[src/rtl/fpd_pkg.sv]
// Shared types and constants for the foveated patch downsampler.
// Depends on nothing; every other file of the block imports it.
package fpd_pkg;

    localparam int PIXEL_BITS = 8;
    localparam int WIN_SIZE   = 16;
    localparam int COL_BITS   = $clog2(WIN_SIZE);
    localparam int OUT_BITS   = 8;
    localparam int IDX_BITS   = 7;
    localparam int SUM_BITS   = PIXEL_BITS + 2;

    localparam logic [IDX_BITS-1:0] VEC_LAST = IDX_BITS'(111);

    // Centre columns of the middle row pairs, and the column whose average
    // is followed by the upper centre pixels.
    localparam logic [COL_BITS-1:0] CENTER_LO   = COL_BITS'(4);
    localparam logic [COL_BITS-1:0] CENTER_HI   = COL_BITS'(12);
    localparam logic [COL_BITS-1:0] BURST_COL   = COL_BITS'(3);
    localparam logic [COL_BITS-1:0] EDGE_COL_A  = COL_BITS'(1);
    localparam logic [COL_BITS-1:0] EDGE_COL_B  = COL_BITS'(13);
    localparam logic [COL_BITS-1:0] EDGE_COL_C  = COL_BITS'(15);
    localparam logic [COL_BITS-1:0] LAST_COL    = COL_BITS'(WIN_SIZE - 1);

    localparam int BURST_LEN  = 8;
    localparam int BURST_BITS = $clog2(BURST_LEN);
    localparam logic [BURST_BITS-1:0] BURST_END = BURST_BITS'(BURST_LEN - 1);

    // Row pairs 2..5 are the middle pairs.
    localparam logic [COL_BITS-2:0] PAIR_MID_LO = (COL_BITS-1)'(2);
    localparam logic [COL_BITS-2:0] PAIR_MID_HI = (COL_BITS-1)'(5);

    typedef logic [PIXEL_BITS-1:0] pix_t;
    typedef logic [COL_BITS-1:0]   col_t;

    typedef enum logic [2:0] {
        S_IDLE,
        S_RD_B,
        S_AVG,
        S_BRD,
        S_BLD,
        S_PASS
    } state_t;

    typedef struct packed {
        logic wr_en;
        col_t wr_addr;
        pix_t wr_data;
        logic rd_en;
        col_t rd_addr;
    } fpd_mem_req_t;

    typedef struct packed {
        logic load;
        logic clear;
        pix_t value;
        logic last;
    } fpd_emit_t;

endpackage

[src/rtl/fpd_line_store.sv]
// Line store holding the even row of the current row pair.
// Synchronous memory with one write and one registered read port; uses fpd_pkg.
module fpd_line_store (
    input  logic                 clk,
    input  fpd_pkg::fpd_mem_req_t req,
    output fpd_pkg::pix_t        rd_data
);
    import fpd_pkg::*;

    pix_t mem [WIN_SIZE];
    pix_t rd_data_reg;

    always_ff @(posedge clk)
    begin
        if (req.wr_en)
        begin
            mem[req.wr_addr] <= req.wr_data;
        end
        if (req.rd_en)
        begin
            rd_data_reg <= mem[req.rd_addr];
        end
    end

    assign rd_data = rd_data_reg;

endmodule

[src/rtl/fpd_out_stage.sv]
// Output register of the downsampler with the vector position counter.
// Uses fpd_pkg for the load request struct and index constants.
module fpd_out_stage (
    input  logic                clk,
    input  logic                rst_n,
    input  fpd_pkg::fpd_emit_t  emit,
    output logic                free,
    output logic                out_valid,
    input  logic                out_stall,
    output logic [7:0]          out_value,
    output logic [6:0]          out_index,
    output logic                run_last,
    output logic                vector_end
);
    import fpd_pkg::*;

    logic                valid_reg;
    logic [OUT_BITS-1:0] value_reg;
    logic [IDX_BITS-1:0] index_reg;
    logic                last_reg;
    logic                vend_reg;
    logic [IDX_BITS-1:0] pos_reg;
    logic [IDX_BITS-1:0] pos_cur;

    assign pos_cur = emit.clear ? '0 : pos_reg;
    assign free    = !valid_reg || !out_stall;

    always_ff @(posedge clk or negedge rst_n)
    begin
        if (!rst_n)
        begin
            valid_reg <= 1'b0;
            pos_reg   <= '0;
        end
        else
        begin
            if (emit.load)
            begin
                valid_reg <= 1'b1;
                pos_reg   <= (pos_cur >= VEC_LAST) ? '0 : pos_cur + 1'b1;
            end
            else
            begin
                if (!out_stall)
                begin
                    valid_reg <= 1'b0;
                end
                pos_reg <= pos_cur;
            end
        end
    end

    always_ff @(posedge clk)
    begin
        if (emit.load)
        begin
            value_reg <= OUT_BITS'(emit.value);
            index_reg <= pos_cur;
            last_reg  <= emit.last;
            vend_reg  <= (pos_cur == VEC_LAST);
        end
    end

    assign out_valid  = valid_reg;
    assign out_value  = value_reg;
    assign out_index  = index_reg;
    assign run_last   = last_reg;
    assign vector_end = vend_reg;

endmodule

[src/rtl/foveated_patch_downsampler_unit.sv]
// Foveated patch downsampler: 16x16 window in, 112-byte foveated vector out.
// An average is read from the store through S_RD_B and loaded in S_AVG, a passed pixel in S_PASS;
// the column 3 item of a middle pair then adds its eight center pixels, each via S_BRD and S_BLD.
// Items with no result are taken at one per cycle; the input stalls while an item is being worked,
// and results wait while the output stalls.
// Reset (rst_n, asynchronous, active low) clears positions, state, prev pixel.
module foveated_patch_downsampler_unit (
    input  logic       clk,
    input  logic       rst_n,
    input  logic       in_valid,
    output logic       in_stall,
    input  logic [7:0] pixel,
    input  logic       window_start,
    output logic       out_valid,
    input  logic       out_stall,
    output logic [7:0] out_value,
    output logic [6:0] out_index,
    output logic       run_last,
    output logic       vector_end
);
    import fpd_pkg::*;

    // Sequencer state and window position.
    state_t state_reg, state_next;
    col_t   row_reg, row_next;
    col_t   col_reg, col_next;
    pix_t   prev_reg, prev_next;

    // Per-item holding registers for the multi-cycle work.
    pix_t   pix_reg, pix_next;
    pix_t   prv_reg, prv_next;
    col_t   icol_reg, icol_next;
    logic   burst_reg, burst_next;
    pix_t   a_reg, a_next;
    logic [BURST_BITS-1:0] k_reg, k_next;

    fpd_mem_req_t mem_req;
    fpd_emit_t    emit;
    pix_t         rd_data;
    logic         out_free;

    // Decode of the accepted item's position.
    logic                accept;
    pix_t                pix_w;
    col_t                row_cur;
    col_t                col_cur;
    logic [COL_BITS-2:0] pair;
    logic                odd_row;
    logic                periph;
    logic                need_avg;
    logic                need_pass;
    logic                need_burst;
    logic [SUM_BITS-1:0] sum;

    assign accept  = in_valid && !in_stall;
    assign pix_w   = pix_t'(pixel);
    assign row_cur = window_start ? '0 : row_reg;
    assign col_cur = window_start ? '0 : col_reg;
    assign pair    = row_cur[COL_BITS-1:1];
    assign odd_row = row_cur[0];
    assign periph  = (pair < PAIR_MID_LO) || (pair > PAIR_MID_HI);

    assign need_burst = odd_row && !periph && (col_cur == BURST_COL);
    assign need_pass  = odd_row && !periph && (col_cur >= CENTER_LO)
                        && (col_cur < CENTER_HI);
    assign need_avg   = odd_row && (periph ? col_cur[0]
                        : ((col_cur == EDGE_COL_A) || (col_cur == EDGE_COL_B)
                           || (col_cur == EDGE_COL_C) || (col_cur == BURST_COL)));

    // The second store operand arrives in rd_data during the average state.
    assign sum = SUM_BITS'(a_reg) + SUM_BITS'(rd_data) + SUM_BITS'(prv_reg)
               + SUM_BITS'(pix_reg);

    assign in_stall = (state_reg != S_IDLE);

    always_ff @(posedge clk or negedge rst_n)
    begin
        if (!rst_n)
        begin
            state_reg <= S_IDLE;
            row_reg   <= '0;
            col_reg   <= '0;
            prev_reg  <= '0;
            burst_reg <= 1'b0;
            k_reg     <= '0;
        end
        else
        begin
            state_reg <= state_next;
            row_reg   <= row_next;
            col_reg   <= col_next;
            prev_reg  <= prev_next;
            burst_reg <= burst_next;
            k_reg     <= k_next;
        end
    end

    always_ff @(posedge clk)
    begin
        pix_reg  <= pix_next;
        prv_reg  <= prv_next;
        icol_reg <= icol_next;
        a_reg    <= a_next;
    end

    always_comb
    begin
        state_next = state_reg;
        row_next   = row_reg;
        col_next   = col_reg;
        prev_next  = prev_reg;
        pix_next   = pix_reg;
        prv_next   = prv_reg;
        icol_next  = icol_reg;
        burst_next = burst_reg;
        a_next     = a_reg;
        k_next     = k_reg;
        mem_req    = '0;
        emit       = '0;

        unique case (state_reg)
            S_IDLE:
            begin
                if (accept)
                begin
                    emit.clear = window_start;
                    pix_next   = pix_w;
                    prv_next   = prev_reg;
                    icol_next  = col_cur;
                    burst_next = need_burst;
                    prev_next  = pix_w;
                    col_next   = col_cur + 1'b1;
                    row_next   = (col_cur == LAST_COL) ? row_cur + 1'b1 : row_cur;
                    // Even rows only write the store and odd rows only read
                    // it, so a write and a read never meet on one entry.
                    mem_req.wr_en   = !odd_row;
                    mem_req.wr_addr = col_cur;
                    mem_req.wr_data = pix_w;
                    mem_req.rd_en   = need_avg;
                    mem_req.rd_addr = col_cur - 1'b1;
                    if (need_avg)
                    begin
                        state_next = S_RD_B;
                    end
                    else if (need_pass)
                    begin
                        state_next = S_PASS;
                    end
                end
            end
            S_RD_B:
            begin
                a_next          = rd_data;
                mem_req.rd_en   = 1'b1;
                mem_req.rd_addr = icol_reg;
                state_next      = S_AVG;
            end
            S_AVG:
            begin
                if (out_free)
                begin
                    emit.load  = 1'b1;
                    emit.value = sum[SUM_BITS-1:2];
                    emit.last  = !burst_reg;
                    k_next     = '0;
                    state_next = burst_reg ? S_BRD : S_IDLE;
                end
            end
            S_BRD:
            begin
                if (out_free)
                begin
                    mem_req.rd_en   = 1'b1;
                    mem_req.rd_addr = CENTER_LO + col_t'(k_reg);
                    state_next      = S_BLD;
                end
            end
            S_BLD:
            begin
                // The register is empty here: nothing was loaded since the
                // read was issued with the output free.
                emit.load  = 1'b1;
                emit.value = rd_data;
                emit.last  = (k_reg == BURST_END);
                k_next     = k_reg + 1'b1;
                state_next = (k_reg == BURST_END) ? S_IDLE : S_BRD;
            end
            S_PASS:
            begin
                if (out_free)
                begin
                    emit.load  = 1'b1;
                    emit.value = pix_reg;
                    emit.last  = 1'b1;
                    state_next = S_IDLE;
                end
            end
            default:
            begin
                state_next = S_IDLE;
            end
        endcase
    end

    fpd_line_store u_store (
        .clk     (clk),
        .req     (mem_req),
        .rd_data (rd_data)
    );

    fpd_out_stage u_out (
        .clk        (clk),
        .rst_n      (rst_n),
        .emit       (emit),
        .free       (out_free),
        .out_valid  (out_valid),
        .out_stall  (out_stall),
        .out_value  (out_value),
        .out_index  (out_index),
        .run_last   (run_last),
        .vector_end (vector_end)
    );

endmodule

[config.mk]
export PLATFORM = sky130hd
export DESIGN_NAME = foveated_patch_downsampler_unit
export DESIGN_NICKNAME = d
export VERILOG_FILES = /design/src/rtl/fpd_pkg.sv /design/src/rtl/fpd_line_store.sv /design/src/rtl/fpd_out_stage.sv /design/src/rtl/foveated_patch_downsampler_unit.sv
export SDC_FILE = /design/constraint.sdc
export NUM_CORES = 1
export LEC_CHECK = 0
export ABC_CLOCK_PERIOD_IN_PS = 3200
export BUFFER_PORTS_ARGS = -buffer_cell sky130_fd_sc_hd__buf_2
export CORE_AREA = 2 2 135 137
export DETAILED_ROUTE_END_ITERATION = 8
export DIE_AREA = 0 0 137 139
export PLACE_DENSITY = 0.75
export SYNTH_ARGS = -nofsm -noshare
export SYNTH_HDL_FRONTEND = slang
export SYNTH_SLANG_ARGS = --single-unit
[constraint.sdc]
create_clock -name clk -period 3.2 [get_ports clk]
set_input_delay 0.16 -clock clk [delete_from_list [all_inputs] [get_ports clk]]
set_output_delay 0.16 -clock clk [all_outputs]
set_load 0.1 [all_outputs]
==> results.sh, run 1 <==
export IMPL_cts_buffers=23
export IMPL_status="finished, final reports clean"
export IMPL_timing_rr_end="u_out.out_value[6]$_DFFE_PP_"
export IMPL_worst_ep_required_time_ns=3.44
export IMPL_htreeDepth=1
export IMPL_dieArea_um2=19000
export IMPL_cp_endpoint="u_out.out_value[6]$_DFFE_PP_"
export IMPL_fin_cells=1073
export IMPL_drt_iter0_markers=616
export IMPL_largest_reg_flops=128
export IMPL_grt_usage_pct=22.4
export IMPL_synth_edff_count=181
export IMPL_drc=0
export IMPL_fin_crit_ns=3.14
export IMPL_dieWidth_um=137
export IMPL_fill_cells=1281
export IMPL_vias=6604
export IMPL_synth_compound_area_share_pct=13.7
export IMPL_fp_row_count=49
export IMPL_synthMuxAreaShare_pct=0.428
export IMPL_synth_async_reset_ratio_pct=14.6
export IMPL_initial_utilization_pct=54.7
export IMPL_tightest_slew_ns=0.763
export IMPL_fmax_ghz=0.319
export IMPL_n_antenna_cell=0
export IMPL_final_layout_size_suffix_gt1_share_pct=15.8
export IMPL_final_common_cell="edfxtp_1"
export IMPL_nets=870
export IMPL_routed_wl_um=21500
export IMPL_ys_seq_area_share_pct=64.4
export IMPL_cp_start_kind="flip-flop"
export IMPL_drv_slew=0
export IMPL_power_mw=11.8
export IMPL_final_area_um2=11000
export IMPL_syn_num_nets=801
export IMPL_antenna_found_initial=0
export IMPL_clock_skew_ns=0.00941
export IMPL_fin_ws_ns=0.0633
export IMPL_place_hpwl_um=13900
export IMPL_syn_cell_area_um2=9650
export IMPL_setup_viol=0
export IMPL_routed_via_density=6.15
export IMPL_hold_path_depth=2
export IMPL_dp_cells=1016
export IMPL_yosysWarnings=0
export IMPL_final_hold_viol_count=0
export IMPL_cp_cell_sequence="inv_1 -> fa_1 -> fa_1 -> inv_1 -> ha_1 -> and4b_1 -> o211ai_1 -> a31oi_1 -> a21oi_1 -> xor2_1 -> o21ai_1"
export IMPL_reg2reg_slack_ns=0.06
export IMPL_synth_top_family_by_area="compound AO/OA/AOI/OAI gates"
export IMPL_min_path_type="primary input to flip-flop"
export IMPL_startpoint="pix_reg[2]$_DFFE_PP_"
export IMPL_cts_tree="built"
export IMPL_overflow=0
export IMPL_first_global_vias=6435
export IMPL_p_leak_nw=4.26
export IMPL_whs_ns=0.0844
export IMPL_place_port_buffers=31
export IMPL_max_stage_delay_ns=0.54
export IMPL_grt_max_degree=42
export IMPL_mostFrequentLayoutCells="edfxtp_1 (181), nor2_1 (61), o21ai_0 (58)"
export IMPL_clkLatencyLatePin_ns=0.51
export IMPL_clk_pin_slew_ns=0.06
export IMPL_largest_register="u_store.mem"
export IMPL_endpoint_kind="flip-flop"
export IMPL_cp_slowest_cell="fa_1"
export IMPL_worstRegToRegCells=11
export IMPL_min_period_over_period_pct=98.0
export IMPL_drv_cap=0
export IMPL_yosys_area_share_simple_pct=11.7
export IMPL_max_slew_margin_pct=48.9
export IMPL_post_place_ws_ns=-0.151
export IMPL_drtAntennaViolNets=0
export IMPL_grt_setup_unrepaired="yes"
export IMPL_arrival_ns=3.38
export IMPL_clk_path_buf_depth=3
export IMPL_yosys_area_share_adder_pct=5.13
export IMPL_synth_cells=758
export IMPL_cts_root_buffer="clkbuf_16"
export IMPL_synthDistinctLibCells=65
export IMPL_die_h_um=139
export IMPL_power_density_nw_per_um2=1070
export IMPL_synth_seq_cells=212
export IMPL_gp_congestion=0.883
export IMPL_synth_main_ff_cell="edfxtp_1"
export IMPL_crit_type="flip-flop to flip-flop"
export IMPL_vdd_drop_max_mv=1.03
export IMPL_place_area_um2=10200
export IMPL_wire_per_inst_um=20.1
export IMPL_drtPass1Iterations=5
export IMPL_crit_fanout=3
export IMPL_cts_sinks=212
export IMPL_r2r_start="pix_reg[2]$_DFFE_PP_"
export IMPL_syn_avg_cell_area_um2=12.7
export IMPL_synth_xor_area_share_pct=0.454
export IMPL_grt_pass1_wl_um=33600
export IMPL_core_area_um2=17700
export IMPL_boundaryPins=32
export IMPL_area_growth_pct=14.3
-- per-stage QoR --
stage                     utilization, %  TNS, ns
after global routing                62.5   -0.125
after CTS                           62.1        0
after global placement              57.7        0
final                               62.5        0
after detailed placement            57.7   -0.151
after floorplan                        -        0
-- report_power, final --
group	switching, mW	internal (mW)	leakage [nW]
clock	1.01	1.33	0.330
combinational	3.60	1.94	1.85
sequential	0.251	3.70	2.08
total	4.86	6.96	4.26
-- layer usage --
metal	up-vias	global-route usage, %	part of all wire [%]
met1	3286	29.7	41
met3	48	2.81	6.0
li1	2978	-	-
met2	292	37.9	51
met5	-	0	0
met4	0	8.03	2.7
-- final cells by class --
type | instances | area [µm²] | area share (%)
Sequential cell | 212 | 6210 | 56.3
Multi-Input combinational cell | 453 | 3080 | 27.9
Clock buffer | 30 | 602 | 5.46
Timing Repair Buffer | 86 | 593 | 5.38
Tap cell | 229 | 287 | 2.60
Inverter | 51 | 193 | 1.75
Clock inverter | 12 | 62.6 | 0.567
-- critical path, delay by kind of cell (launching register included) --
kind                     cells  cell delay, ns
AO/OA/AOI/OAI                4            0.72
XOR/XNOR                     1            0.20
adder cells (fa/ha/maj)      3            1.24
buffers and inverters        2            0.14
flip-flops                   1            0.39
AND/OR/NAND/NOR              1            0.19
-- cell families after synthesis --
kind of cell               after synthesis
AOI/OAI and AO/OA                      185
xor gates and xnor gates                 5
adders and majority gates               30
buffers and inverters                   94
DFF                                    212
muxes                                    4
and+or+nand+nor                        228
-- what timing repair did --
action	4_1_cts	5_1_grt
setup buffers	1	3
hold endpoints to repair	40	0
endpoints found under the setup margin	2	6
resized for setup	2	14
pin swaps	4	21
hold buffers	10	0
cloned	0	1
-- worst min-delay path by stage --
stage | from | end | slack, ns
5_1_grt | window_start | row_reg[3]$_DFFE_PN0P_ | 0.11
2_1_floorplan | rst_n | burst_reg$_DFFE_PN0P_ | -0.14
4_1_cts | window_start | row_reg[3]$_DFFE_PN0P_ | 0.08
3_3_place_gp | rst_n | col_reg[3]$_DFFE_PN0P_ | 0.25
3_5_place_dp | rst_n | col_reg[3]$_DFFE_PN0P_ | 0.26
6_report | window_start | row_reg[2]$_DFFE_PN0P_ | 0.08
-- cell usage after synthesis (all sizes together), types with 15 or more instances --
cell type,count,area share (%)
a211oi,25,2.0
and2,17,1.1
edfxtp,181,56
buf,19,1.3
and3,28,1.8
o21ai,62,3.2
a311oi,16,1.5
fa,16,3.3
nand2,57,2.2
nand3,15,0.78
nor2,61,2.4
inv,51,2.0
dfrtp,31,8.0
clkbuf,24,0.93
Power figures use the tool's default switching activity.
==> run 2, diff against run 1 <==
--- a/config.mk
+++ b/config.mk
@@ -7,10 +7,11 @@
 export LEC_CHECK = 0
 export ABC_CLOCK_PERIOD_IN_PS = 3200
 export BUFFER_PORTS_ARGS = -buffer_cell sky130_fd_sc_hd__buf_2
-export CORE_AREA = 2 2 135 137
+export CORE_AREA = 4 4 125 151
 export DETAILED_ROUTE_END_ITERATION = 8
-export DIE_AREA = 0 0 137 139
+export DIE_AREA = 0 0 129 155
 export PLACE_DENSITY = 0.75
+export SETUP_SLACK_MARGIN = 0.5
 export SYNTH_ARGS = -nofsm -noshare
 export SYNTH_HDL_FRONTEND = slang
 export SYNTH_SLANG_ARGS = --single-unit
==> run 2 against run 1 <==
Net effect:
- power rose by 7.0%
- cell count down 0.37%
- count of clock-buffer cells in the layout shrank 4
- first-iteration DRC count rose by 3.2%
- global-route usage decreased by 0.58 points
- core utilization up 4.1 points
- fmax fell by 0.18%
- wire length up 6.7%
- via count fell by 0.32%
- largest cell class unchanged
==> results.sh, run 2 (same netlist as run 1, synthesis figures left out) <==
export IMPL_fin_ws_ns=0.0578
export IMPL_tightest_slew_ns=0.803
export IMPL_clock_skew_ns=0.0186
export IMPL_endpoint_kind="flip-flop"
export IMPL_routed_via_density=6.16
export IMPL_cts_root_buffer="clkbuf_16"
export IMPL_routed_wl_um=23000
export IMPL_fmax_ghz=0.318
export IMPL_final_hold_viol_count=0
export IMPL_register_area_um2=6210
export IMPL_post_place_ws_ns=0.0165
export IMPL_place_port_buffers=31
export IMPL_overflow=0
export IMPL_fin_crit_ns=3.14
export IMPL_place_area_um2=10200
export IMPL_place_hpwl_um=14500
export IMPL_min_path_type="primary input to flip-flop"
export IMPL_boundaryPins=32
export IMPL_cp_num_buf_inv=2
export IMPL_multi_input_area_um2=3450
export IMPL_final_common_cell="edfxtp_1"
export IMPL_vdd_drop_max_mv=0.579
export IMPL_drv_slew=0
export IMPL_largest_reg_flops=128
export IMPL_first_global_vias=6682
export IMPL_cts_sinks=212
export IMPL_worst_ep_required_time_ns=3.46
export IMPL_area_growth_pct=19.7
export IMPL_cp_cell_sequence="inv_2 -> fa_1 -> fa_1 -> buf_4 -> fa_2 -> nor2b_4 -> o21ai_2 -> a21boi_2 -> o21a_1 -> or3_1 -> a31o_2"
export IMPL_clk_path_buf_depth=3
export IMPL_dieArea_um2=20000
export IMPL_cts_buffers=21
export IMPL_status="finished, final reports clean"
export IMPL_min_period_over_period_pct=98.2
export IMPL_dieWidth_um=129
export IMPL_fill_cells=1162
export IMPL_max_slew_margin_pct=46.5
export IMPL_fin_setup_tns_ns=0
export IMPL_largest_register="u_store.mem"
export IMPL_initial_utilization_pct=55.5
export IMPL_power_density_nw_per_um2=1100
export IMPL_cts_tree="built"
export IMPL_mostFrequentLayoutCells="edfxtp_1 (181), nor2_1 (58), nand2_1 (55), o21ai_0 (55), inv_1 (46)"
export IMPL_drt_iter0_markers=636
export IMPL_grt_setup_unrepaired="yes"
export IMPL_arrival_ns=3.40
export IMPL_vias=6583
export IMPL_grt_max_degree=32
export IMPL_die_h_um=155
export IMPL_crit_fanout=2
export IMPL_crit_family="adder cells"
export IMPL_grt_usage_pct=21.8
export IMPL_crit_top_cell="fa_1"
export IMPL_antenna_found_initial=0
export IMPL_n_antenna_cell=0
export IMPL_crit_type="flip-flop to flip-flop"
export IMPL_nets=877
export IMPL_reg2reg_slack_ns=0.06
export IMPL_p_leak_nw=4.41
export IMPL_drtAntennaViolNets=0
export IMPL_htreeDepth=1
export IMPL_cp_slowest_cell="fa_1"
export IMPL_grt_pass1_wl_um=34800
export IMPL_drv_cap=0
export IMPL_wire_per_inst_um=21.5
export IMPL_clkLatencyLatePin_ns=0.50
export IMPL_drc=0
export IMPL_max_stage_delay_ns=0.56
export IMPL_gp_congestion=0.864
export IMPL_cp_start_kind="flip-flop"
export IMPL_core_area_um2=17400
export IMPL_final_area_um2=11600
export IMPL_clk_pin_slew_ns=0.06
export IMPL_fp_row_count=53
export IMPL_setup_viol=0
export IMPL_drtPass1Iterations=5
export IMPL_final_layout_size_suffix_gt1_share_pct=23.2
==> run 2: per-stage QoR <==
step	utilization [%]	power, mW	instances	hold WS [ns]
global route	66.5	13.3	1069	0.170
detailed placement	58.5	9.12	1004	0.261
CTS	64.4	12.0	1062	0.109
global placement	58.5	8.85	1004	0.252
finish	66.5	12.7	1069	0.128
floorplan	-	7.88	758	-0.136
==> run 2: power breakdown <==
| part | switching, mW | leakage [nW] | internal (mW) |
|---|---|---|---|
| Sequential | 0.262 | 2.08 | 3.70 |
| Combinational | 3.97 | 2.00 | 2.31 |
| Clock | 1.01 | 0.325 | 1.41 |
| Total | 5.24 | 4.41 | 7.42 |
==> run 2: final timing paths <==
| kind | startpoint | endpoint | depth (start not counted) |
|---|---|---|---|
| min in group asynchronous | rst_n | row_reg[1]$_DFFE_PN0P_ | 2 |
| worst min register to register | prev_reg[4]$_DFFE_PN0P_ | prv_reg[4]$_DFFE_PP_ | 0 |
| max in group asynchronous | rst_n | u_out.out_valid$_DFFE_PN0P_ | 2 |
| worst max-delay path | pix_reg[2]$_DFFE_PP_ | u_out.out_value[5]$_DFFE_PP_ | 11 |
| worst max register to register | pix_reg[2]$_DFFE_PP_ | u_out.out_value[5]$_DFFE_PP_ | 11 |
| worst min-delay path | window_start | col_reg[3]$_DFFE_PN0P_ | 3 |
==> run 2: final cells by class <==
type	instances	area share, %
Timing Repair Buffer	96	6.46
Tap cell	220	2.38
Sequential cell	212	53.8
Inverter	51	1.66
Clock buffer	26	4.88
Multi-Input combinational cell	452	29.9
Clock inverter	12	0.975
==> run 2: repair_timing <==
| action | in CTS | in global routing |
|---|---|---|
| pin swaps | 18 | 22 |
| gates resized for setup | 35 | 61 |
| endpoints found under the hold margin | 42 | 0 |
| hold buffers | 11 | 0 |
| setup buffers | 9 | 5 |
| setup endpoints to repair | 112 | 54 |
| cloned | 0 | 2 |
==> run 2: worst reg2reg max path, cell delays in order (launching register included) <==
cell and delay, ns:
edfxtp_1 0.41, inv_2 0.08, fa_1 0.44, fa_1 0.56, buf_4 0.13, fa_2 0.24, nor2b_4 0.06, o21ai_2 0.17
a21boi_2 0.09, o21a_1 0.20, or3_1 0.30, a31o_2 0.24
==> run 2: metal layers <==
metal | global-route usage (%) | wire length [µm] | part of all wire, % | up-vias
li1 | - | - | - | 2984
met1 | 26.7 | 8710 | 38 | 3238
met3 | 3.98 | 1380 | 6.0 | 57
met5 | 0 | 0 | 0 | -
met2 | 38.2 | 12100 | 53 | 304
met4 | 8.60 | 808 | 3.5 | 0
==> run 3, diff against run 2 <==
--- a/config.mk
+++ b/config.mk
@@ -11,6 +11,7 @@
 export DETAILED_ROUTE_END_ITERATION = 8
 export DIE_AREA = 0 0 129 155
 export PLACE_DENSITY = 0.75
+export RECOVER_POWER = 50
 export SETUP_SLACK_MARGIN = 0.5
 export SYNTH_ARGS = -nofsm -noshare
 export SYNTH_HDL_FRONTEND = slang
==> run 3 against run 2 <==
Net effect:
- the flow now finishes with violations (capacitance limit, slew limit)
- global-route usage is the same
- highest routed layer unchanged
- design area shrank 0.81%
- clock skew grew 0.0026 ns
- die area is the same
- largest power group unchanged
- flip-flop and latch count is the same
- sequential share of layout area grew 0.43 points
- first-iteration DRC count shrank 3.8%
==> results.sh, run 3 (same netlist as run 1, synthesis figures left out) <==
export IMPL_worst_ep_required_time_ns=3.46
export IMPL_initial_utilization_pct=55.5
export IMPL_htreeDepth=1
export IMPL_drtAntennaViolNets=0
export IMPL_clk_pin_slew_ns=0.06
export IMPL_final_layout_size_suffix_gt1_share_pct=18.0
export IMPL_fin_crit_ns=3.13
export IMPL_area_growth_pct=18.8
export IMPL_reg2reg_slack_ns=0.07
export IMPL_min_period_over_period_pct=97.9
export IMPL_tightest_slew_ns=1.79
export IMPL_overflow=0
export IMPL_fmax_ghz=0.319
export IMPL_setup_viol=0
export IMPL_status="finished with violations"
export IMPL_die_h_um=155
export IMPL_cp_cell_sequence="inv_2 -> fa_1 -> fa_1 -> buf_4 -> fa_2 -> nor2b_4 -> o21ai_2 -> a21boi_2 -> o21a_1 -> or3_1 -> a31o_2"
export IMPL_grt_pass1_wl_um=34800
export IMPL_drtPass1Iterations=5
export IMPL_drv_cap=1
export IMPL_mostFrequentLayoutCells="edfxtp_1 (181), nor2_1 (58), nand2_1 (55), o21ai_0 (55), inv_1 (47)"
export IMPL_min_path_type="primary input to flip-flop"
export IMPL_final_hold_viol_count=0
export IMPL_cts_sinks=212
export IMPL_clk_path_buf_depth=3
export IMPL_routed_via_density=6.13
export IMPL_max_slew_margin_pct=-19.6
export IMPL_crit_type="flip-flop to flip-flop"
export IMPL_dieArea_um2=20000
export IMPL_grt_usage_pct=21.8
export IMPL_violations="capacitance limit, slew limit"
export IMPL_place_port_buffers=31
export IMPL_clkLatencyLatePin_ns=0.51
export IMPL_cp_slowest_cell="fa_1"
export IMPL_n_antenna_cell=0
export IMPL_largest_reg_flops=128
export IMPL_power_density_nw_per_um2=1100
export IMPL_clock_skew_ns=0.0212
export IMPL_cp_start_kind="flip-flop"
export IMPL_fp_row_count=53
export IMPL_routed_wl_um=22900
export IMPL_cts_tree="built"
export IMPL_drt_iter0_markers=612
export IMPL_cts_root_buffer="clkbuf_16"
export IMPL_grt_setup_unrepaired="yes"
export IMPL_dp_cells=1004
export IMPL_endpoint_kind="flip-flop"
export IMPL_fin_cells=1069
export IMPL_drv_slew=32
export IMPL_place_hpwl_um=14500
export IMPL_cts_buffers=21
export IMPL_largest_register="u_store.mem"
export IMPL_antenna_found_initial=0
export IMPL_drc=0
export IMPL_dieWidth_um=129
export IMPL_wire_per_inst_um=21.4
export IMPL_cp_num_buf_inv=2
export IMPL_max_stage_delay_ns=0.56
export IMPL_crit_family="adder cells"
export IMPL_grt_max_degree=32
export IMPL_nets=877
export IMPL_crit_top_cell="fa_1"
export IMPL_vdd_drop_max_mv=0.576
export IMPL_whs_ns=0.129
export IMPL_gp_congestion=0.864
export IMPL_arrival_ns=3.40
export IMPL_boundaryPins=32
export IMPL_first_global_vias=6682
export IMPL_vias=6554
export IMPL_core_area_um2=17400
export IMPL_crit_fanout=2
export IMPL_p_leak_nw=4.28
export IMPL_final_common_cell="edfxtp_1"
## run 3: tightest hold or removal path, cell delays in order
cell and delay, ns:
buf_2 0.16, buf_4 0.17, o21ai_0 0.09
## run 3: metal layers
layer | vias to the layer above | global-route usage (%) | wire length [µm]
met5 | - | 0 | 0
met4 | 0 | 8.60 | 897
met3 | 71 | 3.98 | 1420
met2 | 295 | 38.2 | 12000
met1 | 3209 | 26.7 | 8580
li1 | 2979 | - | -
## run 3: final cells by class
type                       instances  area, µm²
inverter                          51        191
sequential                       212       6210
clock inverter                    12        113
multi-input combinational        452       3440
tap                              220        275
fill                            1199       5910
timing repair buffer              96        669
clock buffer                      26        564
## run 3: per-stage QoR
stage	power [mW]	TNS [ns]	instance area [µm²]	setup slack [ns]	utilization, %
2_1_floorplan	7.88	0	9670	0.230	-
3_3_place_gp	8.85	0	10200	0.151	58.5
3_5_place_dp	9.12	0	10200	0.0165	58.5
4_1_cts	12.0	0	11200	0.139	64.4
5_1_grt	13.2	-0.131	11500	-0.0786	66.0
6_report	12.6	0	11500	0.0674	66.0
## run 3: timing repair
action                     CTS  global route
setup endpoints to repair  112            54
setup buffers                9             5
gates cloned                 0             2
gates resized for setup     35            61
hold buffers                11             0
pin swaps                   18            22
hold endpoints to repair    42             0
## run 3: path summary, 6_finish.rpt
| kind | startpoint | to | cells after the start |
|---|---|---|---|
| max | pix_reg[2]$_DFFE_PP_ | u_out.out_value[5]$_DFFE_PP_ | 11 |
| min | window_start | col_reg[3]$_DFFE_PN0P_ | 3 |
| max reg2reg | pix_reg[2]$_DFFE_PP_ | u_out.out_value[5]$_DFFE_PP_ | 11 |
| min reg2reg | prev_reg[4]$_DFFE_PN0P_ | prv_reg[4]$_DFFE_PP_ | 0 |
| max in group asynchronous | rst_n | u_out.out_valid$_DFFE_PN0P_ | 2 |
| min in group asynchronous | rst_n | u_out.out_valid$_DFFE_PN0P_ | 2 |
## run 3: power breakdown
part | total, mW | leakage [nW] | internal [mW] | switching, mW
logic | 6.20 | 1.87 | 2.24 | 3.96
clock network | 2.42 | 0.325 | 1.41 | 1.00
registers | 3.96 | 2.08 | 3.70 | 0.263
total | 12.6 | 4.28 | 7.35 | 5.23
